<file path="config.mk">
export PLATFORM = sky130hd
export DESIGN_NAME = aarm_sqrt_cell
export DESIGN_NICKNAME = d
export VERILOG_FILES = /design/src/rtl/core/assert_macros.svh /design/src/rtl/core/aarm_sqrt_cell.sv
export SDC_FILE = /design/constraint.sdc
export NUM_CORES = 1
export LEC_CHECK = 0
export BUFFER_PORTS_ARGS = -buffer_cell sky130_fd_sc_hd__buf_2
export CAP_MARGIN = 40
export CORE_MARGIN = 10
export CORE_UTILIZATION = 31
export DETAILED_ROUTE_END_ITERATION = 6
export PLACE_DENSITY = 0.51
export SYNTH_ARGS = -nofsm -noshare
export SYNTH_HDL_FRONTEND = slang
export SYNTH_SLANG_ARGS = --single-unit
</file>
<file path="constraint.sdc">
create_clock -name aclk -period 4.45 [get_ports aclk]
set_clock_uncertainty 0.1 [all_clocks]
set_input_delay 0.445 -clock aclk [delete_from_list [all_inputs] [get_ports aclk]]
set_output_delay 0.445 -clock aclk [all_outputs]
set_load 0.005 [all_outputs]
</file>
<file path="src/rtl/core/assert_macros.svh">
// ----------------------------------------------------------------------------
// assert_macros.svh
// Assertion helpers shared by the rotation matrix RTL.
// ----------------------------------------------------------------------------
`ifndef ASSERT_MACROS_SVH
`define ASSERT_MACROS_SVH
`ifndef SYNTHESIS
`define ASSERT_CLK(label, clk, rstn, prop, msg) \
    label: assert property (@(posedge clk) disable iff (!rstn) (prop)) else $error(msg);
`define ASSERT_NORST(label, clk, prop, msg) \
    label: assert property (@(posedge clk) (prop)) else $error(msg);
`else
`define ASSERT_CLK(label, clk, rstn, prop, msg)
`define ASSERT_NORST(label, clk, prop, msg)
`endif
`endif

</file>
<file path="src/rtl/core/aarm_sqrt_cell.sv">
// ----------------------------------------------------------------------------
// aarm_sqrt_cell
// Generic registered step cell used for square root and division chains.
// MODE 0: one restoring square root bit; MODE 1: one restoring quotient bit.
// The top pass bit is a flag cleared at reset (request valid or sign); in
// MODE 1 the pass bits below it hold the divisor.
// ----------------------------------------------------------------------------
module aarm_sqrt_cell #(
    parameter int MODE = 0,
    parameter int STEP = 0,
    parameter int RW   = 64,
    parameter int QW   = 64,
    parameter int PW   = 64
) (
    input  logic          aclk,
    input  logic          aresetn,
    input  logic          en,
    input  logic [RW-1:0] rem_in,
    input  logic [QW-1:0] acc_in,
    input  logic [PW-1:0] pass_in,
    output logic [RW-1:0] rem_out,
    output logic [QW-1:0] acc_out,
    output logic [PW-1:0] pass_out
);
    localparam int TW = RW + 1;

    logic [RW-1:0] rem_reg, rem_next;
    logic [QW-1:0] acc_reg, acc_next;
    logic [PW-1:0] pass_reg;
    logic [RW:0]   trial;

    if (MODE == 0) begin : g_root
        always_comb begin
            // rem_in: remaining radicand, acc_in: root so far (shifted form)
            trial    = {1'b0, rem_in} - TW'(acc_in | (QW'(1) << (2*STEP)));
            rem_next = rem_in;
            acc_next = acc_in >> 1;
            if (!trial[RW]) begin
                rem_next = trial[RW-1:0];
                acc_next = (acc_in >> 1) | (QW'(1) << (2*STEP));
            end
        end
    end else begin : g_quot
        always_comb begin
            // rem_in: partial remainder, pass_in below the flag: divisor
            trial    = {1'b0, rem_in} - (TW'(pass_in[PW-2:0]) << STEP);
            rem_next = rem_in;
            acc_next = acc_in;
            if (!trial[RW]) begin
                rem_next = trial[RW-1:0];
                acc_next = acc_in | (QW'(1) << STEP);
            end
        end
    end

    always_ff @(posedge aclk) begin
        if (!aresetn) begin
            pass_reg[PW-1] <= 1'b0;
        end else if (en) begin
            pass_reg[PW-1] <= pass_in[PW-1];
        end
        if (en) begin
            rem_reg          <= rem_next;
            acc_reg          <= acc_next;
            pass_reg[PW-2:0] <= pass_in[PW-2:0];
        end
    end

    assign rem_out  = rem_reg;
    assign acc_out  = acc_reg;
    assign pass_out = pass_reg;
endmodule

</file>
# Yosys cells after proc, flatten, opt, wreduce, memory -nomap -nowiden
# Index checks and enable logic that the tools add are counted.
[word_totals]
register_bits = 192
in_bits = 195
wordCells = 7
[classes]
n_addsub = 1
mux = 1
[op_table]
columns = ["operator", "count"]
rows = [
  ["$sub A64 B64 Y65", 1],
  ["$mux W64", 1],
]

# Logic depth before layout (Yosys ltp)
# Gate-level depths: netlist of the first run.
[depth]
ltp_word = 2
ltp_mapped = 14
depth_no_buf = 11

# Least setup slack after synthesis of the first run
# No wires, ideal clock.
[synth_path]
path_type = "input-to-reg"
start = "input port acc_in[5]"
end = "register rem_reg[17], in the netlist rem_out[17] (data pin)"
arrival_time_ps = 2892
required_ps = 4090
path_slack_ps = 1198
cell_stages = 13
n_path_buf = 2
cell_sequence = "inv_1 > ha_1 > a21o_1 > or3_4 > o21ai_4 > a31oi_4 > a32oi_2 > nor4_4 > o21ai_4 > and2_4 > buf_12 > buf_12 > mux2_4"
[synth_via]
elab_chain_len = 2
[synth_lines]
columns = ["element", "line", "rtl"]
rows = [
  ["start, declared", "aarm_sqrt_cell.sv:19", "input logic [QW-1:0] acc_in,"],
  ["$sub A64 B64 Y65", "aarm_sqrt_cell.sv:35", "trial = {1'b0, rem_in} - TW'(acc_in | (QW'(1) << (2*STEP)));"],
  ["$mux W64", "aarm_sqrt_cell.sv:38", "if (!trial[RW]) begin"],
  ["via rem_next[17]", "aarm_sqrt_cell.sv:27", "logic [RW-1:0] rem_reg, rem_next;"],
  ["end signal, assigned", "aarm_sqrt_cell.sv:63", "rem_reg <= rem_next;"],
  ["end, declared", "aarm_sqrt_cell.sv:27", ""],
]
# The timed path passes the listed nets, and every way through them passes these cells.
# A chain may end at the register's enable or synchronous reset.

# Worst setup path in the final report of the first run
[layout_path]
start = "input port acc_in[1]"
end = "register rem_reg[61], in the netlist rem_out[61] (data pin)"
# The elaborated chain is that of the path after synthesis.

==> results of run 1 <==
critical path: cells and delay by family:
family / cells / cell delay [ps]
AND/OR/NAND/NOR: 1 / 200
AO/OA/AOI/OAI: 8 / 2310
adder cells (fa/ha/maj): 1 / 260
buffers and inverters: 3 / 310
path summary, 6_finish.rpt:
check | to | slack, ps | depth (start not counted)
max | rem_out[61] | 1040 | 13
min | pass_out[60] | 60 | 1
max reg2reg | pass_out[63] | 3750 | 2
min reg2reg | pass_out[63] | 440 | 2
logic make-up after synthesis:
group / after synthesis / synth area share (%)
other cells: 1 / 0.0338
flops: 191 / 51.5
compound gates: 245 / 15.1
buf+inv: 119 / 5.14
fa+ha+maj: 64 / 7.28
mux: 58 / 7.16
simple gates: 215 / 9.59
xor+xnor: 53 / 4.18
sequential cells by signal (all words and copies together) (netlist names):
name,cells
pass_out,64
rem_out,64
acc_out,63
final cells by class:
type	count	area (um2)
antenna	1	2.50
clock buffer	18	429
clock inverter	14	126
fill	3557	21400
inverter	83	312
multi-input combinational	636	4810
sequential	191	5730
tap	461	577
timing repair buffer	398	2070
power groups by stage:
stage	combinational [uW]	sequential (uW)	clock, uW
after global placement	1250	2270	0
final	1250	2240	1510
after detailed placement	1260	2280	0
after global routing	1380	2250	1640
after floorplan	718	2310	0
after CTS	1270	2240	1570
placed cells by master, fill, tap and decap left out, types with 25 or more instances in the layout:
cell,count
edfxtp_1,190
a21oi_1,76
o21ai_0,38
xor2_1,25
nand2_1,63
inv_1,82
ha_1,63
buf_2,383
xnor2_1,28
mux2_4,39
nor2_1,46
a21o_1,29
metrics by stage:
| stage | power [uW] | hold slack [ps] |
|---|---|---|
| detailed placement | 3540 | 427 |
| global placement | 3520 | 398 |
| floorplan | 3030 | 407 |
| CTS | 5080 | 37.4 |
| global route | 5280 | 33.9 |
| finish | 4990 | 60.8 |
metal layers:
metal / part of all wire, % / global-route usage [%]
met1: 43 / 19.7
met2: 49 / 26.2
met3: 7.1 / 4.53
met4: 1.3 / 4.29
met5: 0 / 0
==> flow_summary.html, run 1 <==
<table>
<tr><th>Metric</th><th>Value</th></tr>
<tr><th colspan="2">Finish</th></tr>
<tr><td>Final instance area</td><td>between 0.01 and 0.015 mm2</td></tr>
<tr><td>Proportion of layout cells with a drive suffix above 1</td><td>a little under two fifths</td></tr>
<tr><td>Final Net Count</td><td>around 1,600</td></tr>
<tr><td>Area Growth Syn to Fin</td><td>26.6%</td></tr>
<tr><td>Utilization of the core after routing</td><td>39.6%</td></tr>
<tr><td>Final std cells w/o fill</td><td>approximately 1,800</td></tr>
<tr><th colspan="2">Route</th></tr>
<tr><td>Number of nets with antenna violations after detailed routing</td><td>0</td></tr>
<tr><td>Count of routing violations after the opening detailed-route iteration</td><td>about 460</td></tr>
<tr><td>Total number of vias</td><td>slightly below 9,000</td></tr>
<tr><td>Detailed-route DRC error count</td><td>0</td></tr>
<tr><td>Wire length per cell after detailed routing</td><td>approximately 20 um</td></tr>
<tr><td>Per-cell via count in the routed design</td><td>between 4 and 5</td></tr>
<tr><td>Drt total wl</td><td>around 36,000 um</td></tr>
<tr><td>Number of iterations in the first detailed-routing pass</td><td>5</td></tr>
<tr><th colspan="2">Synthesis</th></tr>
<tr><td>Cell type contributing the most total cell area after synthesis</td><td>edfxtp_1</td></tr>
<tr><td>Synthesized flop and latch total</td><td>between 150 and 200</td></tr>
<tr><td>Area fraction of the dominant cell type after synthesis</td><td>about half</td></tr>
<tr><td>Synth top area cells</td><td>edfxtp_1 (51%), ha_1 (7.1%), mux2_4 (5.3%)</td></tr>
<tr><td>Dominant cell by count in the synthesized netlist</td><td>edfxtp_1</td></tr>
<tr><td>Distinct cell type count after synthesis</td><td>between 70 and 80</td></tr>
<tr><td>Average cell area after synthesis</td><td>11.7 um2</td></tr>
<tr><td>Number of flops mapped to enable cells by yosys</td><td>190</td></tr>
<tr><td>Async SR Flop Fraction</td><td>0%</td></tr>
<tr><td>Dominant register cell in the synthesized netlist</td><td>edfxtp_1</td></tr>
<tr><td>Top cells by instance count after synthesis</td><td>edfxtp_1 (190), inv_1 (82), a21oi_1 (76)</td></tr>
<tr><td>Synth Net Count</td><td>~1,200</td></tr>
<tr><td>Sequential area share after synthesis</td><td>between 50% and 60%</td></tr>
<tr><td>Post-Syn Area</td><td>around 0.011 mm2</td></tr>
<tr><td>Warning count from the yosys run</td><td>0</td></tr>
<tr><td>Number of instances in the synthesized netlist</td><td>946</td></tr>
<tr><th colspan="2">Timing</th></tr>
<tr><td>Setup-violating endpoint count in the final report</td><td>0</td></tr>
<tr><td>Post-route setup TNS</td><td>0 ps</td></tr>
<tr><td>Worst-margin pin slew</td><td>770 ps</td></tr>
<tr><td>Final worst slack</td><td>between 1000 and 1500 ps</td></tr>
<tr><td>Share of the clock period used by the worst path</td><td>76.7%</td></tr>
<tr><td>Minimum period implied by the final worst setup slack</td><td>~3400 ps</td></tr>
<tr><td>Number of max-slew violations in the final report</td><td>0</td></tr>
<tr><td>Slew margin rel.</td><td>~49%</td></tr>
<tr><td>RSZ-0062 raised after global routing</td><td>false</td></tr>
<tr><td>Final Hold Vio Count</td><td>0</td></tr>
<tr><td>Highest achievable clock rate</td><td>around 300 MHz</td></tr>
<tr><th colspan="2">Clock network</th></tr>
<tr><td>TritonCTS Buffers</td><td>17</td></tr>
<tr><td>Buffer levels on the longest clock path</td><td>2</td></tr>
<tr><td>Post-CTS Hold Fix Bufs</td><td>0</td></tr>
<tr><td>H-tree depth reported by CTS</td><td>4</td></tr>
<tr><td>Clk_lat worst skew</td><td>about 450 ps</td></tr>
<tr><td>Library cell used as clock root buffer</td><td>clkbuf_16</td></tr>
<tr><td>Post-CTS clock slew at the launch and capture registers of the worst setup and hold paths</td><td>80 ps</td></tr>
<tr><td>Clk sinks</td><td>approximately 190</td></tr>
<tr><td>TritonCTS clock tree</td><td>done</td></tr>
<tr><td>Post-CTS repair timing setup buffer count</td><td>0</td></tr>
<tr><td>Gates resized, CTS repair</td><td>0</td></tr>
<tr><th colspan="2">Setup path</th></tr>
<tr><td>Critical path's largest stage delay</td><td>between 300 and 400 ps</td></tr>
<tr><td>Startpoint-to-endpoint class of the critical path</td><td>in2reg</td></tr>
<tr><td>Largest fanout on the critical path</td><td>4</td></tr>
<tr><td>Data arrival time at the worst-slack endpoint</td><td>about 3500 ps</td></tr>
<tr><td>Standard cell with the maximum stage delay on the critical path</td><td>o2111ai_1</td></tr>
<tr><td>Critical path launch point type</td><td>input pin</td></tr>
<tr><td>Chain of cells forming the critical path</td><td>buf_2 -&gt; inv_1 -&gt; ha_1 -&gt; a21oi_1 -&gt; o211ai_1 -&gt; nor3b_1 -&gt; buf_4 -&gt; o2111ai_1 -&gt; a21boi_1 -&gt; o31a_1 -&gt; o211a_1 -&gt; o311a_1 -&gt; o41ai_2</td></tr>
<tr><td>Worst path required time</td><td>between 4000 and 5000 ps</td></tr>
<tr><td>Launch point of the critical path</td><td>acc_in[1]</td></tr>
<tr><td>Startpoint of the lowest-slack register-to-register path</td><td>pass_out[63]</td></tr>
<tr><td>CP endpoint kind</td><td>register</td></tr>
<tr><th colspan="2">Die</th></tr>
<tr><td>Area of the placeable core</td><td>approximately 0.035 mm2</td></tr>
<tr><td>Height of the die</td><td>209 um</td></tr>
<tr><td>Standard-cell row count</td><td>69</td></tr>
<tr><td>Die width</td><td>approximately 210 um</td></tr>
<tr><td>Ports</td><td>a little under 400</td></tr>
<tr><td>Die Area</td><td>0.0438 mm2</td></tr>
<tr><td>Initial Util</td><td>a little under a third</td></tr>
<tr><th colspan="2">Global routing</th></tr>
<tr><td>Number of antenna violations at the first check in global routing</td><td>1</td></tr>
<tr><td>Pin count of the biggest net entering global routing</td><td>88</td></tr>
<tr><td>Via count of the first global-routing pass</td><td>between 9,000 and 10,000</td></tr>
<tr><td>Grt total ovfl</td><td>0</td></tr>
<tr><td>Total routing resource utilization after global routing</td><td>15.8%</td></tr>
<tr><td>Wire length of the first global-routing pass</td><td>around 55,000 um</td></tr>
<tr><th colspan="2">Placement</th></tr>
<tr><td>Pre-CTS setup slack</td><td>606 ps</td></tr>
<tr><td>Post-placement cell count</td><td>about 1,800</td></tr>
<tr><td>Routability congestion estimate from global placement</td><td>0.859</td></tr>
<tr><td>DPL Wire Length</td><td>28,800 um</td></tr>
<tr><td>Placement Cell Area</td><td>0.0135 mm2</td></tr>
<tr><td>Count of input and output buffers</td><td>roughly 380</td></tr>
<tr><th colspan="2">Power</th></tr>
<tr><td>Pwr per Cell Area</td><td>~360 mW/mm2</td></tr>
<tr><td>Switching component of the power</td><td>~1500 uW</td></tr>
<tr><td>Clock Power Share</td><td>between 30% and 40%</td></tr>
<tr><td>Leakage power of the design</td><td>0.00634 uW</td></tr>
<tr><td>Internal power</td><td>3510 uW</td></tr>
<tr><td>Sequential Power Share</td><td>between 40% and 50%</td></tr>
<tr><td>Combinational fraction of design power</td><td>25.0%</td></tr>
<tr><td>Switching power as a share of total power</td><td>between 20% and 30%</td></tr>
<tr><td>Worst vdd rail ir drop</td><td>around 270 uV</td></tr>
<tr><th colspan="2">Min path</th></tr>
<tr><td>Startpoint of the worst hold path</td><td>pass_in[60]</td></tr>
<tr><td>Hold Crit Class</td><td>in2reg</td></tr>
<tr><th colspan="2">Run status</th></tr>
<tr><td>Result of the run</td><td>finished clean</td></tr>
<tr><th colspan="2">Job</th></tr>
<tr><td>Maxcap violations</td><td>0</td></tr>
</table>
Note: power is estimated with default switching activity, not from simulation.
==> inputs of run 2 (changes only) <==
==> constraint.sdc (replaced) <==
create_clock -name aclk -period 3.2 [get_ports aclk]
set_clock_uncertainty 0.1 [all_clocks]
set_input_delay 0.32 -clock aclk [delete_from_list [all_inputs] [get_ports aclk]]
set_output_delay 0.32 -clock aclk [all_outputs]
set_load 0.005 [all_outputs]
==> run 2 against run 1 <==
Worst setup slack got worse by 940 ps. Sequential power increased by 39%. Sequential share of layout area decreased by 7.0 points. Register-to-register slack got worse by 1300 ps. Largest cell class unchanged.
==> flow_summary.html, run 2 (same netlist as run 1, synthesis figures left out) <==
<table>
<tr><th>Metric</th><th>Value</th></tr>
<tr><th colspan="2">Run status</th></tr>
<tr><td>Result of the run</td><td>finished clean</td></tr>
<tr><th colspan="2">Setup path</th></tr>
<tr><td>Largest fanout on the critical path</td><td>10</td></tr>
<tr><td>Critical path launch point type</td><td>input pin</td></tr>
<tr><td>Chain of cells forming the critical path</td><td>dlygate4sd3_1 -&gt; buf_2 -&gt; inv_1 -&gt; ha_2 -&gt; a21o_1 -&gt; a21oi_2 -&gt; o21bai_1 -&gt; a21o_1 -&gt; a21o_1 -&gt; a221o_1 -&gt; o21ai_4 -&gt; and2_4 -&gt; buf_12 -&gt; clkbuf_16 -&gt; mux2_4</td></tr>
<tr><td>Critical path's top delay family</td><td>compound AO/OA/AOI/OAI gates</td></tr>
<tr><td>Data arrival time at the worst-slack endpoint</td><td>3220 ps</td></tr>
<tr><td>CP endpoint kind</td><td>register</td></tr>
<tr><td>Standard cell with the maximum stage delay on the critical path</td><td>dlygate4sd3_1</td></tr>
<tr><td>Startpoint of the lowest-slack register-to-register path</td><td>pass_out[63]</td></tr>
<tr><td>Worst R2R Setup Slack</td><td>approximately 2500 ps</td></tr>
<tr><td>Startpoint-to-endpoint class of the critical path</td><td>in2reg</td></tr>
<tr><td>Most numerous cell on the critical path</td><td>a21o_1</td></tr>
<tr><td>Critical path's largest stage delay</td><td>520 ps</td></tr>
<tr><td>Number of buffer and inverter stages on the critical path</td><td>5</td></tr>
<tr><td>Worst reg2reg path depth</td><td>2</td></tr>
<tr><td>Worst path required time</td><td>around 3300 ps</td></tr>
<tr><td>Worst r2r dst</td><td>pass_out[63]</td></tr>
<tr><th colspan="2">Global routing</th></tr>
<tr><td>Number of antenna violations at the first check in global routing</td><td>5</td></tr>
<tr><td>Total routing resource utilization after global routing</td><td>between 15 and 20%</td></tr>
<tr><td>Via count of the first global-routing pass</td><td>10,400</td></tr>
<tr><td>Grt total ovfl</td><td>0</td></tr>
<tr><td>Pin count of the biggest net entering global routing</td><td>slightly above 60</td></tr>
<tr><td>Wire length of the first global-routing pass</td><td>58,900 um</td></tr>
<tr><th colspan="2">Clock network</th></tr>
<tr><td>TritonCTS Buffers</td><td>17</td></tr>
<tr><td>Clk sinks</td><td>~190</td></tr>
<tr><td>Buffer levels on the longest clock path</td><td>2</td></tr>
<tr><td>TritonCTS clock tree</td><td>done</td></tr>
<tr><td>Library cell used as clock root buffer</td><td>clkbuf_16</td></tr>
<tr><td>Post-CTS clock slew at the launch and capture registers of the worst setup and hold paths</td><td>approximately 80 ps</td></tr>
<tr><td>H-tree depth reported by CTS</td><td>4</td></tr>
<tr><td>Clk_lat worst skew</td><td>roughly 460 ps</td></tr>
<tr><th colspan="2">Power</th></tr>
<tr><td>Worst vdd rail ir drop</td><td>between 300 and 400 uV</td></tr>
<tr><td>Switching power as a share of total power</td><td>between 20% and 30%</td></tr>
<tr><td>Total power consumption of the routed design</td><td>between 7000 and 8000 uW</td></tr>
<tr><td>Leakage power of the design</td><td>about 0.0078 uW</td></tr>
<tr><td>Sequential Power Share</td><td>between 40% and 50%</td></tr>
<tr><td>Internal power</td><td>around 5500 uW</td></tr>
<tr><td>Switching component of the power</td><td>between 2000 and 2500 uW</td></tr>
<tr><td>Combinational fraction of design power</td><td>between 20% and 30%</td></tr>
<tr><td>Clock Power Share</td><td>between 30% and 40%</td></tr>
<tr><td>Pwr per Cell Area</td><td>between 400 and 500 mW/mm2</td></tr>
<tr><th colspan="2">Finish</th></tr>
<tr><td>Proportion of layout cells with a drive suffix above 1</td><td>between 40% and 50%</td></tr>
<tr><td>Final Net Count</td><td>approximately 1,900</td></tr>
<tr><td>Most common cell after layout, fill and taps aside</td><td>buf_2</td></tr>
<tr><td>Commonest cells after routing, fill and taps aside</td><td>buf_2 (383), edfxtp_1 (190), buf_4 (187), dlygate4sd3_1 (125), inv_1 (82)</td></tr>
<tr><td>Area Growth Syn to Fin</td><td>52.9%</td></tr>
<tr><td>Final instance area</td><td>0.0170 mm2</td></tr>
<tr><th colspan="2">Min path</th></tr>
<tr><td>Startpoint of the worst hold path</td><td>pass_in[63]</td></tr>
<tr><td>Hold-critical path depth</td><td>3</td></tr>
<tr><td>Hold Crit Class</td><td>in2reg</td></tr>
<tr><td>Worst hold endpoint</td><td>pass_out[63]</td></tr>
<tr><th colspan="2">Route</th></tr>
<tr><td>Wire length per cell after detailed routing</td><td>18.5 um</td></tr>
<tr><td>Drt total wl</td><td>39,100 um</td></tr>
<tr><td>Total number of vias</td><td>about 10,000</td></tr>
<tr><td>Detailed-route DRC error count</td><td>0</td></tr>
<tr><td>Count of routing violations after the opening detailed-route iteration</td><td>around 540</td></tr>
<tr><td>Number of nets with antenna violations after detailed routing</td><td>0</td></tr>
<tr><td>Number of iterations in the first detailed-routing pass</td><td>5</td></tr>
<tr><td>Per-cell via count in the routed design</td><td>4.71</td></tr>
<tr><th colspan="2">Die</th></tr>
<tr><td>Die width</td><td>approximately 210 um</td></tr>
<tr><td>Ports</td><td>a little under 400</td></tr>
<tr><td>Standard-cell row count</td><td>69</td></tr>
<tr><td>Area of the placeable core</td><td>approximately 0.035 mm2</td></tr>
<tr><td>Height of the die</td><td>between 200 and 250 um</td></tr>
<tr><td>Initial Util</td><td>between 30% and 40%</td></tr>
<tr><td>Die Area</td><td>approximately 0.044 mm2</td></tr>
<tr><th colspan="2">Placement</th></tr>
<tr><td>DPL Wire Length</td><td>slightly above 30,000 um</td></tr>
<tr><td>Count of input and output buffers</td><td>between 300 and 400</td></tr>
<tr><td>Routability congestion estimate from global placement</td><td>0.851</td></tr>
<tr><td>Placement Cell Area</td><td>~0.015 mm2</td></tr>
<tr><th colspan="2">Timing</th></tr>
<tr><td>RSZ-0062 raised after global routing</td><td>false</td></tr>
<tr><td>Final worst hold slack</td><td>around 42 ps</td></tr>
<tr><td>Share of the clock period used by the worst path</td><td>between 90 and 100%</td></tr>
<tr><td>Highest achievable clock rate</td><td>322 MHz</td></tr>
<tr><td>Setup-violating endpoint count in the final report</td><td>0</td></tr>
<tr><td>Number of max-slew violations in the final report</td><td>0</td></tr>
<tr><td>Post-route setup TNS</td><td>0 ps</td></tr>
<tr><td>Final Hold Vio Count</td><td>0</td></tr>
<tr><td>Minimum period implied by the final worst setup slack</td><td>a little over 3000 ps</td></tr>
<tr><td>Worst-margin pin slew</td><td>approximately 640 ps</td></tr>
<tr><td>Slew margin rel.</td><td>a little under three fifths</td></tr>
<tr><th colspan="2">Job</th></tr>
<tr><td>Maxcap violations</td><td>0</td></tr>
</table>
==> run 2: cell types whose count changed in the layout (fill, tap and decap cells not counted), sizes merged <==
cell,delta
buf,+181
clkbuf,+2
inv,-1
bufinv,+3
diode,+3
clkinvlp,-1
dlygate4sd3,+125
==> run 2: how the worst max path moves through the flow <==
stage	depth (start not counted)	end	slack, ps	from
CTS	14	rem_out[31]	40	acc_in[56]
floorplan	13	rem_out[17]	70	acc_in[5]
global route	15	rem_out[14]	9	acc_in[56]
global placement	13	rem_out[59]	-400	acc_in[12]
detailed placement	12	rem_out[59]	-390	rem_in[12]
finish	15	rem_out[55]	100	acc_in[56]
==> run 2: worst register-to-register path, cell delays in order, from the launching register on <==
cell	delay, ps
dfxtp_1	320
mux2i_1	120
nor2b_1	60
==> run 2: timing repair <==
action	in CTS	in global routing
endpoints found under the hold margin	125	0
setup endpoints to repair	0	41
setup buffers	0	8
resized for setup	0	18
hold buffers	125	0
==> run 2: power groups by stage <==
stage	registers [uW]	logic, uW	clock network, uW
after floorplan	3210	998	0
after global placement	3160	2030	0
after detailed placement	3170	2040	0
after CTS	3110	2170	2460
after global routing	3140	2430	2560
final	3110	2220	2390
==> run 2: area by class of cell <==
type | count | area [um2]
Antenna cell | 4 | 10.0
Clock buffer | 17 | 425
Clock inverter | 15 | 223
Fill cell | 3386 | 18500
Inverter | 83 | 312
Multi-Input combinational cell | 636 | 4900
Sequential cell | 191 | 5730
Tap cell | 461 | 577
Timing Repair Buffer | 707 | 4810
==> run 2: per-stage QoR <==
step | worst slack, ps | util (%) | instances
final | 96.8 | 47.9 | 2114
after global routing | 9.49 | 47.9 | 2113
after CTS | 38.4 | 47.1 | 2099
after detailed placement | -391 | 41.8 | 1942
after global placement | -401 | 41.8 | 1942
after floorplan | 72.8 | - | 946
==> run 2: routing by layer <==
metal | up-vias | track usage [%] | routed length, um
li1 | 4920 | - | -
met2 | 278 | 29.0 | 19100
met3 | 26 | 4.37 | 2410
met5 | - | 0 | 7
met4 | 2 | 4.19 | 454
met1 | 4731 | 20.9 | 17100
