<file path="config.mk">
export PLATFORM = sky130hd
export DESIGN_NAME = aarm_cordic_cell
export DESIGN_NICKNAME = d
export VERILOG_FILES = /design/src/rtl/core/assert_macros.svh /design/src/rtl/core/aarm_pkg.sv /design/src/rtl/core/aarm_cordic_cell.sv
export SDC_FILE = /design/constraint.sdc
export NUM_CORES = 1
export LEC_CHECK = 0
export ABC_AREA = 0
export BUFFER_PORTS_ARGS = -buffer_cell sky130_fd_sc_hd__buf_2
export CAP_MARGIN = 5
export CORE_ASPECT_RATIO = 2
export CORE_UTILIZATION = 50
export CTS_BUF_LIST = sky130_fd_sc_hd__clkbuf_2
export DETAILED_ROUTE_END_ITERATION = 6
export GPL_TIMING_DRIVEN = 0
export PLACE_DENSITY = 0.74
export SLEW_MARGIN = 15
export SYNTH_ARGS = -nofsm -noshare
export SYNTH_HDL_FRONTEND = slang
export SYNTH_SLANG_ARGS = --single-unit
</file>
<file path="constraint.sdc">
create_clock -name aclk -period 7 [get_ports aclk]
set_input_delay 1.05 -clock aclk [delete_from_list [all_inputs] [get_ports aclk]]
set_output_delay 1.05 -clock aclk [all_outputs]
set_load 0.05 [all_outputs]
</file>
<file path="src/rtl/core/assert_macros.svh">
// ----------------------------------------------------------------------------
// assert_macros.svh
// Assertion helpers shared by the rotation matrix RTL.
// ----------------------------------------------------------------------------
`ifndef ASSERT_MACROS_SVH
`define ASSERT_MACROS_SVH
`ifndef SYNTHESIS
`define ASSERT_CLK(label, clk, rstn, prop, msg) \
    label: assert property (@(posedge clk) disable iff (!rstn) (prop)) else $error(msg);
`define ASSERT_NORST(label, clk, prop, msg) \
    label: assert property (@(posedge clk) (prop)) else $error(msg);
`else
`define ASSERT_CLK(label, clk, rstn, prop, msg)
`define ASSERT_NORST(label, clk, prop, msg)
`endif
`endif

</file>
<file path="src/rtl/core/aarm_pkg.sv">
// ----------------------------------------------------------------------------
// aarm_pkg
// Shared constants, types and helper functions of the rotation matrix unit.
// ----------------------------------------------------------------------------
package aarm_pkg;

    localparam int ZW = 34;  // Q2.30 plus guard bits

    localparam logic signed [33:0] GAIN_Q30 = 34'sd652032874;
    localparam logic signed [33:0] ONE_Q30  = 34'sd1073741824;
    localparam logic signed [15:0] ONE_Q14  = 16'sd16384;

    typedef logic signed [33:0] q30_t;

    typedef struct packed {
        logic        valid;
        logic [1:0]  quad;
        q30_t        x;
        q30_t        y;
        q30_t        z;
    } cordic_t;

    function automatic q30_t atan_q30(input int unsigned i);
        q30_t r;
        case (i)
            0:  r = 34'sh3243F6A8;  1: r = 34'sh1DAC6705;
            2:  r = 34'sh0FADBAFC;  3: r = 34'sh07F56EA6;
            4:  r = 34'sh03FEAB76;  5: r = 34'sh01FFD55B;
            6:  r = 34'sh00FFFAAA;  7: r = 34'sh007FFF55;
            8:  r = 34'sh003FFFEA;  9: r = 34'sh001FFFFD;
            10: r = 34'sh000FFFFF; 11: r = 34'sh0007FFFF;
            12: r = 34'sh0003FFFF; 13: r = 34'sh0001FFFF;
            14: r = 34'sh0000FFFF; 15: r = 34'sh00007FFF;
            16: r = 34'sh00003FFF; 17: r = 34'sh00001FFF;
            18: r = 34'sh00000FFF; 19: r = 34'sh000007FF;
            20: r = 34'sh000003FF; 21: r = 34'sh000001FF;
            22: r = 34'sh000000FF; default: r = 34'sh0000007F;
        endcase
        return r;
    endfunction

    // Q2.30 to Q1.14: round half up, saturate to +-1.0
    function automatic logic signed [15:0] to_q14(input logic signed [35:0] v);
        logic signed [35:0] r;
        r = (v + 36'sd32768) >>> 16;
        if (r > 36'sd16384)       return ONE_Q14;
        else if (r < -36'sd16384) return -ONE_Q14;
        else                      return r[15:0];
    endfunction

endpackage

</file>
<file path="src/rtl/core/aarm_cordic_cell.sv">
// ----------------------------------------------------------------------------
// aarm_cordic_cell
// One registered CORDIC rotation step, shift and arctangent fixed per cell.
// ----------------------------------------------------------------------------
module aarm_cordic_cell #(
    parameter int STEP = 0
) (
    input  logic              aclk,
    input  logic              aresetn,
    input  logic              en,
    input  aarm_pkg::cordic_t din,
    output aarm_pkg::cordic_t dout
);
    import aarm_pkg::*;

    cordic_t cell_reg, cell_next;

    always_comb begin
        cell_next = din;
        if (!din.z[ZW-1]) begin
            cell_next.x = din.x - (din.y >>> STEP);
            cell_next.y = din.y + (din.x >>> STEP);
            cell_next.z = din.z - atan_q30(STEP);
        end else begin
            cell_next.x = din.x + (din.y >>> STEP);
            cell_next.y = din.y - (din.x >>> STEP);
            cell_next.z = din.z + atan_q30(STEP);
        end
    end

    always_ff @(posedge aclk) begin
        if (!aresetn) begin
            cell_reg.valid <= 1'b0;
        end else if (en) begin
            cell_reg.valid <= din.valid;
        end
        if (en) begin
            cell_reg.quad <= cell_next.quad;
            cell_reg.x    <= cell_next.x;
            cell_reg.y    <= cell_next.y;
            cell_reg.z    <= cell_next.z;
        end
    end

    assign dout = cell_reg;
endmodule

</file>
Word-level counts from Yosys, hierarchy flattened
Cells that the tools add are included.
{ "word_totals": {"output_inout_bits": 105, "register_bits": 105, "elab_cells": 11} }
{ "classes": {"n_mux": 1, "add_sub_neg": 5} }
{ "ops": {"columns": ["op", "n"], "rows": [
  ["two-way mux 102 bit", 1],
  ["subtractor 34 bit", 2],
  ["adder 34 x 31 -> 34 bit (second input constant)", 1],
  ["adder 34 bit", 1],
  ["subtractor 34 x 31 -> 34 bit (second input constant)", 1]
]} }

Depth between registers and ports, before layout
Gate-level depths: netlist of the first run.
{ "logic_depth": {"depth_word": 2, "ltp_mapped": 13, "mapped_depth_nobuf": 12} }

Least setup slack after synthesis of the first run
OpenSTA, ideal clock, no wires.
{ "synth_path": {"path_kind": "input-to-reg", "startpoint": "in din[33] (netlist bit)", "endpoint": "reg cell_reg, in the netlist dout[31], data pin", "setup_slack_ps": 2599, "cell_stages": 13, "setup_ps": 258, "arrival_time_ps": 4143, "cell_sequence": "inv_1 -> clkbuf_1 -> buf_1 -> ha_1 -> nand4_1 -> nor3_1 -> o221ai_1 -> a31oi_1 -> a41oi_1 -> or2_2 -> o311ai_0 -> a21oi_1 -> xnor2_1"} }
{ "synth_lines": {"columns": ["item", "line_no", "rtl"], "rows": [
  ["from (decl)", "aarm_cordic_cell.sv:11", "input aarm_pkg::cordic_t din,"],
  ["to (decl)", "aarm_cordic_cell.sv:16", "cordic_t cell_reg, cell_next;"]
]} }

==> impl_summary.log, run 1 <==
[metrics] insertion delay of the later-clocked pin in the worst-skew pair: ~0.73 ns
[metrics] count of mapped cells out of synthesis: around 1200
[metrics] Critical Path, Cell by Cell: buf_2 -> inv_1 -> clkbuf_1 -> buf_2 -> ha_1 -> nand4_1 -> nor3_1 -> o221ai_1 -> a31oi_1 -> a41oi_1 -> or2_2 -> o311ai_0 -> a21oi_1 -> xnor2_1
[metrics] class of the tightest hold or removal check: in2reg
[metrics] post-DP HPWL: 31800 µm
[metrics] global placement routability congestion: roughly 1.0
[metrics] root buf cell: clkbuf_2
[metrics] element type at the critical path start: input port
[metrics] measured slew at the worst slew-check pin: about 1.2 ns
[metrics] initial cell density of the core: 51.3%
[metrics] via-per-instance ratio: 6.08
[metrics] first-pass iteration count of the detailed router: 5
[metrics] f_max: a little over 200 MHz
[metrics] worst hold slack: 0.413 ns
[metrics] family of cells with the greatest summed delay on the critical path: buffers and inverters
[metrics] total of max-cap violations: 0
[metrics] leak pwr: roughly 5.3 nW
[metrics] clock tree from TritonCTS: done
[metrics] final period utilization: just under 70%
[metrics] Worst path most repeated cell: buf_2
[metrics] setup clock skew after layout: 0 ns
[metrics] most instantiated library cell after synthesis: a21oi_1
[metrics] overall global routing resource usage: approximately two fifths
[metrics] async set-reset flop share out of synthesis: 0%
[metrics] die footprint: approximately 21000 µm²
[metrics] Avg Synthesized Cell Area: roughly 8.5 µm²
[metrics] total nets after synthesis: approximately 1400
[metrics] synthesized area: about 10000 µm²
[metrics] Post-synth EDFFs: just over 100
[metrics] cell taking the most area after synthesis: edfxtp_1
[metrics] worst-case headroom to the max-slew limit: 21.2%
[metrics] # DRC: 0
[metrics] global-route wire length before repair: about 58000 µm
[metrics] maximum resistive drop on vdd: roughly 0.12 mV
[metrics] run status: finished clean
[metrics] footprint of the multi-input gates: roughly 6500 µm²
[metrics] clock edge transition at the registers on the reported setup and hold paths: ~0.34 ns
[metrics] worst reg2reg path endpoint: dout[104]
[metrics] setup total negative slack: 0 ns
[metrics] cts bufs inserted: 9
[metrics] initial antenna violation count: 3
[metrics] layout cell share with drive strength beyond 1: 17.6%
[metrics] post-layout utilization of the core: between 50% and 60%
[metrics] clock period minus final worst setup slack: 4.83 ns
[metrics] power per standard cell area: around 210 nW/µm²
[metrics] routing usage on met3: under 10%
[metrics] critical path depth in cells: 14
[metrics] fraction of met2 tracks used by global routing: just over 70%
[metrics] end point of the worst hold path: dout[0]
[metrics] Yosys top cell area share: a little over 30%
[metrics] number of buffer and inverter stages on the critical path: 4
[metrics] crit path capture type: flop
[metrics] count of unique library cells instantiated by Yosys: 66
[metrics] post-synthesis to final-layout area growth: 15.4%
[metrics] unrepaired setup endpoints after global routing: no
[metrics] number of nets in the finished design: 1665
[metrics] pin count of the biggest net entering global routing: 68
[metrics] number of warning messages in the yosys log: 0
[metrics] largest cells by area after synthesis: edfxtp_1, ha_1, a21oi_1, xnor2_1, inv_1
[metrics] sequential element share of the synthesized area: 30.4%
[metrics] wire length reported by the detailed router: 39100 µm
[metrics] maximum net fanout on the critical path: 25
[metrics] crit-path max cell delay: a little under 0.7 ns
[metrics] worst path arrival time: ~5.4 ns
[metrics] postcts setup bufs: 0
[metrics] number of buffers inserted by hold repair at cts: 0
[metrics] total clock sinks: about 100
[metrics] category of the critical setup timing path: in2reg
[metrics] area occupied by registers: around 3100 µm²
[metrics] required arrival time at the worst endpoint: roughly 7.6 ns
[metrics] dominant synthesized flop cell: edfxtp_1
[metrics] beginning of the worst hold path: din[0]
[metrics] I/O pins: approximately 210
[metrics] worst setup path start: din[33]
[metrics] register bit total from synthesis: 104
[metrics] commonest cells in the synthesized netlist: a21oi_1, ha_1, inv_1, edfxtp_1, nor2_1
[metrics] slowest stage cell on the critical path: buf_2
[metrics] Filler Cell Count: roughly 1900
[metrics] max reg flops: roughly 100
[metrics] fin worst setup slack: between 2 and 2.5 ns
[metrics] GRT Residual Overflow: 0
[metrics] Clock Tree Buf Depth: 2
[metrics] WL per Instance: between 20 and 25 µm
[metrics] number of global-route vias before repair: roughly 11000
[metrics] Overall Power: 2.45 mW
[metrics] number of cell rows: 73
[metrics] Fin. Hold Viols: 0
[metrics] horizontal die dimension: ~100 µm
[metrics] number of H-tree levels: 3
[metrics] Max Slew Vio Count: 0
[metrics] global route hottest layer: met2
[metrics] antenna viol nets, final: 0
[metrics] number of buffers added on ports: around 210
[metrics] First DRT Iteration DRCs: around 570
[metrics] worst hold path stage count: 1
[metrics] Std-Cell Core Area: about 20000 µm²
[metrics] routing usage on met1: between 30 and 40%
[metrics] reg-to-reg critical path startpoint: dout[104]
[metrics] register-to-register setup slack: between 6 and 7 ns
[metrics] CTS-repair resized insts: 0
[metrics] die height: slightly above 200 µm
[metrics] via count: around 10000
[metrics] setup violation total in the final timing report: 0
[metrics] worst setup timing slack at the placement stage: 1.40 ns
[metrics] reg2reg path depth: 2
==> layer usage <==
layer	up-vias	routed length, µm
met2	491	21500
met4	0	3640
met5	-	0
met3	191	2180
li1	4802	-
met1	4824	11800
==> how the worst max path moves through the flow <==
| stage | to | slack [ns] |
|---|---|---|
| after CTS | dout[31] | 2.23 |
| after global routing | dout[31] | 1.89 |
| after detailed placement | dout[31] | 1.40 |
| after floorplan | dout[31] | 2.60 |
| after global placement | dout[31] | 0.75 |
| final | dout[31] | 2.17 |
==> power breakdown <==
group / total, mW / switching (mW) / internal (mW)
Clock: 0.351 / 0.255 / 0.0958
Sequential: 0.844 / 0.0256 / 0.819
Combinational: 1.25 / 0.905 / 0.347
==> worst register-to-register path: cells and delay by family, from the launching register on <==
| family | cells | cell delay [ns] |
|---|---|---|
| and+or+nand+nor | 1 | 0.06 |
| DFF | 1 | 0.38 |
| muxes | 1 | 0.13 |
==> metrics by stage <==
| step | area (µm²) | instances |
|---|---|---|
| 4_1_cts | 11800 | 1692 |
| 3_5_place_dp | 11700 | 1676 |
| 5_1_grt | 11800 | 1695 |
| 6_report | 11800 | 1696 |
| 3_3_place_gp | 11600 | 1675 |
| 2_1_floorplan | 10300 | 1201 |
==> final cells by class <==
cell class	count	area share, %
timing repair buffer	213	9.25
sequential	104	26.3
tap	262	2.77
antenna	4	0.0846
inverter	118	3.74
clock inverter	7	0.846
clock buffer	9	0.381
multi-input combinational	934	55.1
buffer	45	1.51
==> kinds of logic after synthesis <==
group,after synthesis,synth area share [%]
mux,14,1.37
compound gates,415,25.0
buf+inv,163,6.05
flops,104,30.4
simple gates,284,13.2
fa+ha+maj,132,16.4
xor+xnor,89,7.60
==> cell usage in the layout, fill, tap and decap left out, drive strengths merged, types with 20 or more instances in the layout <==
cell,n
ha,128
o21bai,27
nor2,96
edfxtp,103
buf,226
a21oi,156
inv,115
o21ai,88
a211oi,20
clkbuf,41
nor3,27
nand2,59
xnor2,73
a21o,22
(Power assumes the default switching activity.)
==> run 2: changes to the inputs <==
PLACE_DENSITY = 0.77   (was 0.74)
clock period = 4.2 ns   (was 7 ns; I/O delays follow)
==> run 2 against run 1 <==
  * Clock power increased by 65%
  * Non-clock buffer count increased by 4
  * Final cell count increased by 0.18%
  * Wire length decreased by 0.58%
  * Sequential share of layout area decreased by 0.11 points
  * Clock skew unchanged
  * Worst setup slack got worse by 1.8 ns
  * Global-route usage decreased by 0.52 points
  * Register-to-register slack got worse by 2.8 ns
  * First-iteration DRC count decreased by 2.7%
  * Critical endpoint unchanged
  * Sequential power increased by 67%
==> impl_summary.log, run 2 (synthesis gave the netlist of run 1 again) <==
[metrics] run status: finished clean (unchanged)
[metrics] slowest stage cell on the critical path: ha_1 (was buf_2)
[metrics] global placement routability congestion: 1.02 (was 1.04)
[metrics] layout cell share with drive strength beyond 1: 17.5% (was 17.6%)
[metrics] first-pass iteration count of the detailed router: 5 (unchanged)
[metrics] Area after DPL: 11700 µm² (unchanged)
[metrics] switching power total: 1.97 mW (was 1.19 mW)
[metrics] leading cell type in the layout, fill and taps excluded: buf_2 (unchanged)
[metrics] via count: 10300 (about the same)
[metrics] number of nets in the finished design: 1669 (was 1665)
[metrics] Std-Cell Core Area: 20000 µm² (unchanged)
[metrics] cell-internal power: 2.11 mW (was 1.26 mW)
[metrics] # DRC: 0 (unchanged)
[metrics] cts bufs inserted: 9 (unchanged)
[metrics] clock edge transition at the registers on the reported setup and hold paths: 0.33 ns (was 0.34 ns)
[metrics] Fin. Hold Viols: 0 (unchanged)
[metrics] crit-path max cell delay: 0.44 ns (was 0.68 ns)
[metrics] Critical Path, Cell by Cell: clkbuf_4 -> inv_1 -> buf_4 -> ha_1 -> nand4_1 -> nor3_1 -> o221ai_1 -> a31oi_1 -> a41oi_1 -> or2_2 -> o311ai_0 -> a21oi_1 -> xnor2_1 (was buf_2 -> inv_1 -> clkbuf_1 -> buf_2 -> ha_1 -> nand4_1 -> nor3_1 -> o221ai_1 -> a31oi_1 -> a41oi_1 -> or2_2 -> o311ai_0 -> a21oi_1 -> xnor2_1)
[metrics] setup clock skew after layout: 0 ns (unchanged)
[metrics] maximum net fanout on the critical path: 25 (unchanged)
[metrics] worst path arrival time: 4.40 ns (was 5.43 ns)
[metrics] Clk pwr share: 14.2% (was 14.3%)
[metrics] number of global-route vias before repair: 10600 (was 10700)
[metrics] power per standard cell area: 343 nW/µm² (was 207 nW/µm²)
[metrics] f_max: 260 MHz
[metrics] post-route cell area: 11900 µm² (was 11800 µm²)
[metrics] class of the tightest hold or removal check: in2reg (unchanged)
[metrics] worst setup timing slack at the placement stage: -0.949 ns (was 1.40 ns)
[metrics] total clock sinks: 104 (unchanged)
[metrics] commonest non-fill, non-tap cells in the layout: buf_2, a21oi_1, ha_1, inv_1, edfxtp_1 (unchanged)
[metrics] Max Slew Vio Count: 0 (unchanged)
[metrics] die footprint: 21100 µm² (unchanged)
[metrics] setup violation total in the final timing report: 0 (unchanged)
[metrics] fin worst setup slack: 0.361 ns (was 2.17 ns)
[metrics] worst-case headroom to the max-slew limit: 31.1% (was 21.2%)
[metrics] Overall Power: 4.07 mW (was 2.45 mW)
[metrics] net switching share of the total power: 48.3% (was 48.4%)
[metrics] First DRT Iteration DRCs: 550 (was 565)
[metrics] post-synthesis to final-layout area growth: 15.9% (was 15.4%)
[metrics] final period utilization: roughly nine tenths
[metrics] pin count of the biggest net entering global routing: 70 (was 68)
[metrics] number of buffers added on ports: 212 (unchanged)
[metrics] root buf cell: clkbuf_2 (unchanged)
[metrics] crit path capture type: flop (unchanged)
[metrics] via-per-instance ratio: 6.06 (was 6.08)
[metrics] Post-Place Cells: 1676 (unchanged)
[metrics] die height: 205 µm (unchanged)
[metrics] post-layout utilization of the core: 59.4% (was 59.2%)
[metrics] GRT Residual Overflow: 0 (unchanged)
[metrics] element type at the critical path start: input port (unchanged)
[metrics] Clock Tree Buf Depth: 2 (unchanged)
[metrics] number of cell rows: 73 (unchanged)
[metrics] clock period minus final worst setup slack: between 3 and 4 ns
[metrics] horizontal die dimension: 103 µm (unchanged)
[metrics] total of max-cap violations: 0 (unchanged)
[metrics] maximum resistive drop on vdd: 0.236 mV (was 0.123 mV)
[metrics] initial cell density of the core: 51.3% (unchanged)
[metrics] measured slew at the worst slew-check pin: 1.03 ns (was 1.17 ns)
[metrics] post-DP HPWL: 31100 µm (was 31800 µm)
[metrics] Gate power share: 51.3% (was 51.1%)
[metrics] unrepaired setup endpoints after global routing: no (unchanged)
[metrics] wire length reported by the detailed router: 38900 µm (was 39100 µm)
[metrics] WL per Instance: 22.9 µm (was 23.1 µm)
[metrics] max reg flops: 104 (unchanged)
[metrics] power share of the sequential group: 34.5% (about the same)
[metrics] category of the critical setup timing path: in2reg (unchanged)
[metrics] antenna viol nets, final: 0 (unchanged)
[metrics] leak pwr: 5.28 nW (was 5.26 nW)
[metrics] I/O pins: 213 (unchanged)
[metrics] postcts setup bufs: 0 (unchanged)
[metrics] clock tree from TritonCTS: done (unchanged)
[metrics] global-route wire length before repair: 57400 µm (was 58100 µm)
[metrics] overall global routing resource usage: 37.7% (was 38.2%)
[metrics] number of H-tree levels: 3 (unchanged)
[metrics] insertion delay of the later-clocked pin in the worst-skew pair: 0.74 ns (was 0.73 ns)
[metrics] Final Non-Filler Cells: 1699 (was 1696)
[metrics] initial antenna violation count: 3 (unchanged)
[metrics] required arrival time at the worst endpoint: 4.76 ns (was 7.60 ns)
-- run 2: repair_timing --
item,4_1_cts,5_1_grt
endpoints found under the setup margin,1,3
gates resized for setup,1,1
endpoints found under the hold margin,2,3
hold buffers,2,3
-- run 2: power by group through the flow --
stage	combinational, mW	sequential, mW	clock, mW
2_1_floorplan	0.858	2.03	0
3_3_place_gp	2.04	1.43	0
3_5_place_dp	2.05	1.43	0
4_1_cts	2.06	1.41	0.589
5_1_grt	2.21	1.42	0.623
6_report	2.09	1.41	0.580
-- run 2: area by class of cell --
| class | instances | area [µm²] |
|---|---|---|
| clock buffer | 9 | 45.0 |
| sequential | 104 | 3110 |
| timing repair buffer | 218 | 1150 |
| clock inverter | 7 | 100 |
| inverter | 118 | 443 |
| buffer | 44 | 178 |
| antenna | 3 | 7.51 |
| fill | 1938 | 8120 |
| multi-input combinational | 934 | 6520 |
| tap | 262 | 328 |
-- run 2: routing by layer --
| layer | track usage (%) | up-vias | wire length [µm] |
|---|---|---|---|
| met5 | 0 | - | 11 |
| met4 | 30.8 | 2 | 3500 |
| met3 | 7.78 | 192 | 2060 |
| met2 | 70.5 | 461 | 21200 |
| met1 | 33.1 | 4848 | 12100 |
| li1 | - | 4800 | - |
-- run 2: final timing paths --
check             startpoint   endpoint  slack, ns  cells past startpoint
setup / recovery     din[33]   dout[31]       0.36                     13
hold / removal       aresetn  dout[104]       0.07                      2
setup reg to reg   dout[104]  dout[104]       3.59                      2
hold reg to reg    dout[104]  dout[104]       0.55                      2
-- run 2: through the flow --
step	TNS (ns)	hold WS, ns
detailed placement	-6.24	0.514
CTS	0	0.00207
floorplan	0	0.729
global route	0	0.0340
finish	0	0.0657
global placement	-17.47	0.493
-- run 2: critical path, delay by kind of cell --
family,cells,cell delay [ns]
simple gates,3,0.80
buf+inv,3,1.01
compound gates,5,1.33
fa+ha+maj,1,0.44
xor+xnor,1,0.15
==> run 3: changes to the inputs <==
PLACE_DENSITY = 0.83   (was 0.77)
==> run 3 against run 2 <==
  * Global-route usage is 0.44 points higher
  * Largest power group unchanged
  * Final cell count is 0.18% lower
  * Critical path type unchanged
  * First-iteration DRC count fell by 16%
  * Critical path depth is the same
  * Sequential power about the same
==> impl_summary.log, run 3 (synthesis gave the netlist of run 1 again) <==
[metrics] postcts setup bufs: 0 (unchanged)
[metrics] global-route wire length before repair: 57600 µm (was 57400 µm)
[metrics] setup clock skew after layout: 0 ns (unchanged)
[metrics] final period utilization: 92.7% (was 91.4%)
[metrics] clock tree from TritonCTS: done (unchanged)
[metrics] insertion delay of the later-clocked pin in the worst-skew pair: 0.72 ns (was 0.74 ns)
[metrics] post-synthesis to final-layout area growth: 15.1% (was 15.9%)
[metrics] maximum resistive drop on vdd: 0.208 mV (was 0.236 mV)
[metrics] die footprint: 21100 µm² (unchanged)
[metrics] post-DP HPWL: 31500 µm (was 31100 µm)
[metrics] pin count of the biggest net entering global routing: 67 (was 70)
[metrics] clock period minus final worst setup slack: 3.90 ns (was 3.84 ns)
[metrics] reg-to-reg critical path startpoint: dout[104] (unchanged)
[metrics] setup total negative slack: 0 ns (unchanged)
[metrics] crit path capture type: flop (unchanged)
[metrics] WL per Instance: 23.0 µm (was 22.9 µm)
[metrics] number of cell rows: 73 (unchanged)
[metrics] Max Slew Vio Count: 0 (unchanged)
[metrics] setup violation total in the final timing report: 0 (unchanged)
[metrics] run status: finished clean (unchanged)
[metrics] measured slew at the worst slew-check pin: 1.09 ns (was 1.03 ns)
[metrics] wire length reported by the detailed router: 39000 µm (was 38900 µm)
[metrics] I/O pins: 213 (unchanged)
[metrics] horizontal die dimension: 103 µm (unchanged)
[metrics] power per standard cell area: 339 nW/µm² (was 343 nW/µm²)
[metrics] global route hottest layer: met2 (unchanged)
[metrics] f_max: 257 MHz (was 260 MHz)
[metrics] worst reg2reg path endpoint: dout[104] (unchanged)
[metrics] routing usage on met3: 8.53% (was 7.78%)
[metrics] commonest non-fill, non-tap cells in the layout: buf_2, a21oi_1, ha_1, inv_1, edfxtp_1 (unchanged)
[metrics] initial cell density of the core: 51.3% (unchanged)
[metrics] Post-Place Cells: 1676 (unchanged)
[metrics] root buf cell: clkbuf_2 (unchanged)
[metrics] First DRT Iteration DRCs: 462 (was 550)
[metrics] overall global routing resource usage: 38.2% (was 37.7%)
[metrics] required arrival time at the worst endpoint: 4.73 ns (was 4.76 ns)
[metrics] Clock Tree Buf Depth: 2 (unchanged)
[metrics] clock edge transition at the registers on the reported setup and hold paths: 0.30 ns (was 0.33 ns)
[metrics] Fin. Hold Viols: 0 (unchanged)
[metrics] Std-Cell Core Area: 20000 µm² (unchanged)
[metrics] worst-case headroom to the max-slew limit: 27.4% (was 31.1%)
[metrics] via-per-instance ratio: 6.05 (was 6.06)
[metrics] category of the critical setup timing path: in2reg (unchanged)
[metrics] Critical Path Sink: dout[31] (unchanged)
[metrics] Final Non-Filler Cells: 1696 (was 1699)
[metrics] worst setup path start: din[33] (unchanged)
[metrics] antenna viol nets, final: 0 (unchanged)
[metrics] reg2reg path depth: 2 (unchanged)
[metrics] number of buffers added on ports: 212 (unchanged)
[metrics] leading cell type in the layout, fill and taps excluded: buf_2 (unchanged)
[metrics] unrepaired setup endpoints after global routing: no (unchanged)
[metrics] total clock sinks: 104 (unchanged)
[metrics] first-pass iteration count of the detailed router: 5 (unchanged)
[metrics] die height: 205 µm (unchanged)
[metrics] register-to-register setup slack: 3.56 ns (was 3.59 ns)
[metrics] element type at the critical path start: input port (unchanged)
[metrics] leak pwr: 5.24 nW (was 5.28 nW)
[metrics] max reg flops: 104 (unchanged)
[metrics] class of the tightest hold or removal check: in2reg (unchanged)
[metrics] fraction of met2 tracks used by global routing: 70.8% (was 70.5%)
[metrics] worst path arrival time: 4.42 ns (was 4.40 ns)
[metrics] Overall Power: 4.00 mW (was 4.07 mW)
[metrics] layout cell share with drive strength beyond 1: 17.6% (was 17.5%)
[metrics] global placement routability congestion: 1.01 (was 1.02)
[metrics] number of nets in the finished design: 1665 (was 1669)
[metrics] total of max-cap violations: 0 (unchanged)
[metrics] number of global-route vias before repair: 10600 (about the same)
[metrics] number of H-tree levels: 3 (unchanged)
[metrics] GRT Residual Overflow: 0 (unchanged)
[metrics] maximum net fanout on the critical path: 25 (unchanged)
[metrics] fin worst setup slack: 0.305 ns (was 0.361 ns)
[metrics] initial antenna violation count: 4 (was 3)
[metrics] routing usage on met1: 31.9% (was 33.1%)
[metrics] via count: 10300 (about the same)
[metrics] worst setup timing slack at the placement stage: -0.989 ns (was -0.949 ns)
[metrics] cts bufs inserted: 9 (unchanged)
[metrics] # DRC: 0 (unchanged)
[metrics] worst hold slack: 0.0544 ns (was 0.0657 ns)
run 3: cell type report:
class	count	area (µm²)
Fill cell	1866	8200
Clock buffer	9	45.0
Inverter	118	443
Multi-Input combinational cell	934	6520
Antenna cell	4	10.0
Tap cell	262	328
Sequential cell	104	3110
Buffer	44	178
Timing Repair Buffer	214	1100
Clock inverter	7	62.6
run 3: per-stage QoR:
step	utilization (%)	cell area, µm²
2_1_floorplan	-	10300
3_3_place_gp	58.2	11600
3_5_place_dp	58.4	11700
4_1_cts	58.9	11800
5_1_grt	59.0	11800
6_report	59.0	11800
run 3: how the worst min path moves through the flow:
| stage | slack (ns) | to | startpoint | cells after the start |
|---|---|---|---|---|
| after floorplan | 0.73 | dout[0] | din[0] | 0 |
| after global placement | 0.49 | dout[104] | dout[104] | 2 |
| after detailed placement | 0.53 | dout[104] | dout[104] | 2 |
| final | 0.05 | dout[2] | din[2] | 1 |
| after CTS | 0.006 | dout[2] | din[2] | 1 |
| after global routing | 0.01 | dout[2] | din[2] | 1 |
run 3: repair_timing:
item,CTS,global route
resized for setup,1,1
setup endpoints to repair,1,1
hold buffers,0,0
run 3: critical path, stage by stage:
cell	delay, ns
clkbuf_4	0.27
inv_1	0.46
buf_4	0.46
ha_1	0.29
nand4_1	0.14
nor3_1	0.26
o221ai_1	0.21
a31oi_1	0.40
a41oi_1	0.25
or2_2	0.38
o311ai_0	0.34
a21oi_1	0.14
xnor2_1	0.15
run 3: power breakdown:
group / internal, mW / total (mW) / switching [mW]
Combinational: 0.579 / 2.09 / 1.51
Sequential: 1.37 / 1.41 / 0.0449
Clock: 0.0904 / 0.503 / 0.413
Total: 2.03 / 4.00 / 1.97
run 3: layer usage:
layer	routed length, µm	part of all wire (%)
met4	3960	10
met5	0	0
met3	2180	5.6
met2	21200	54
met1	11700	30
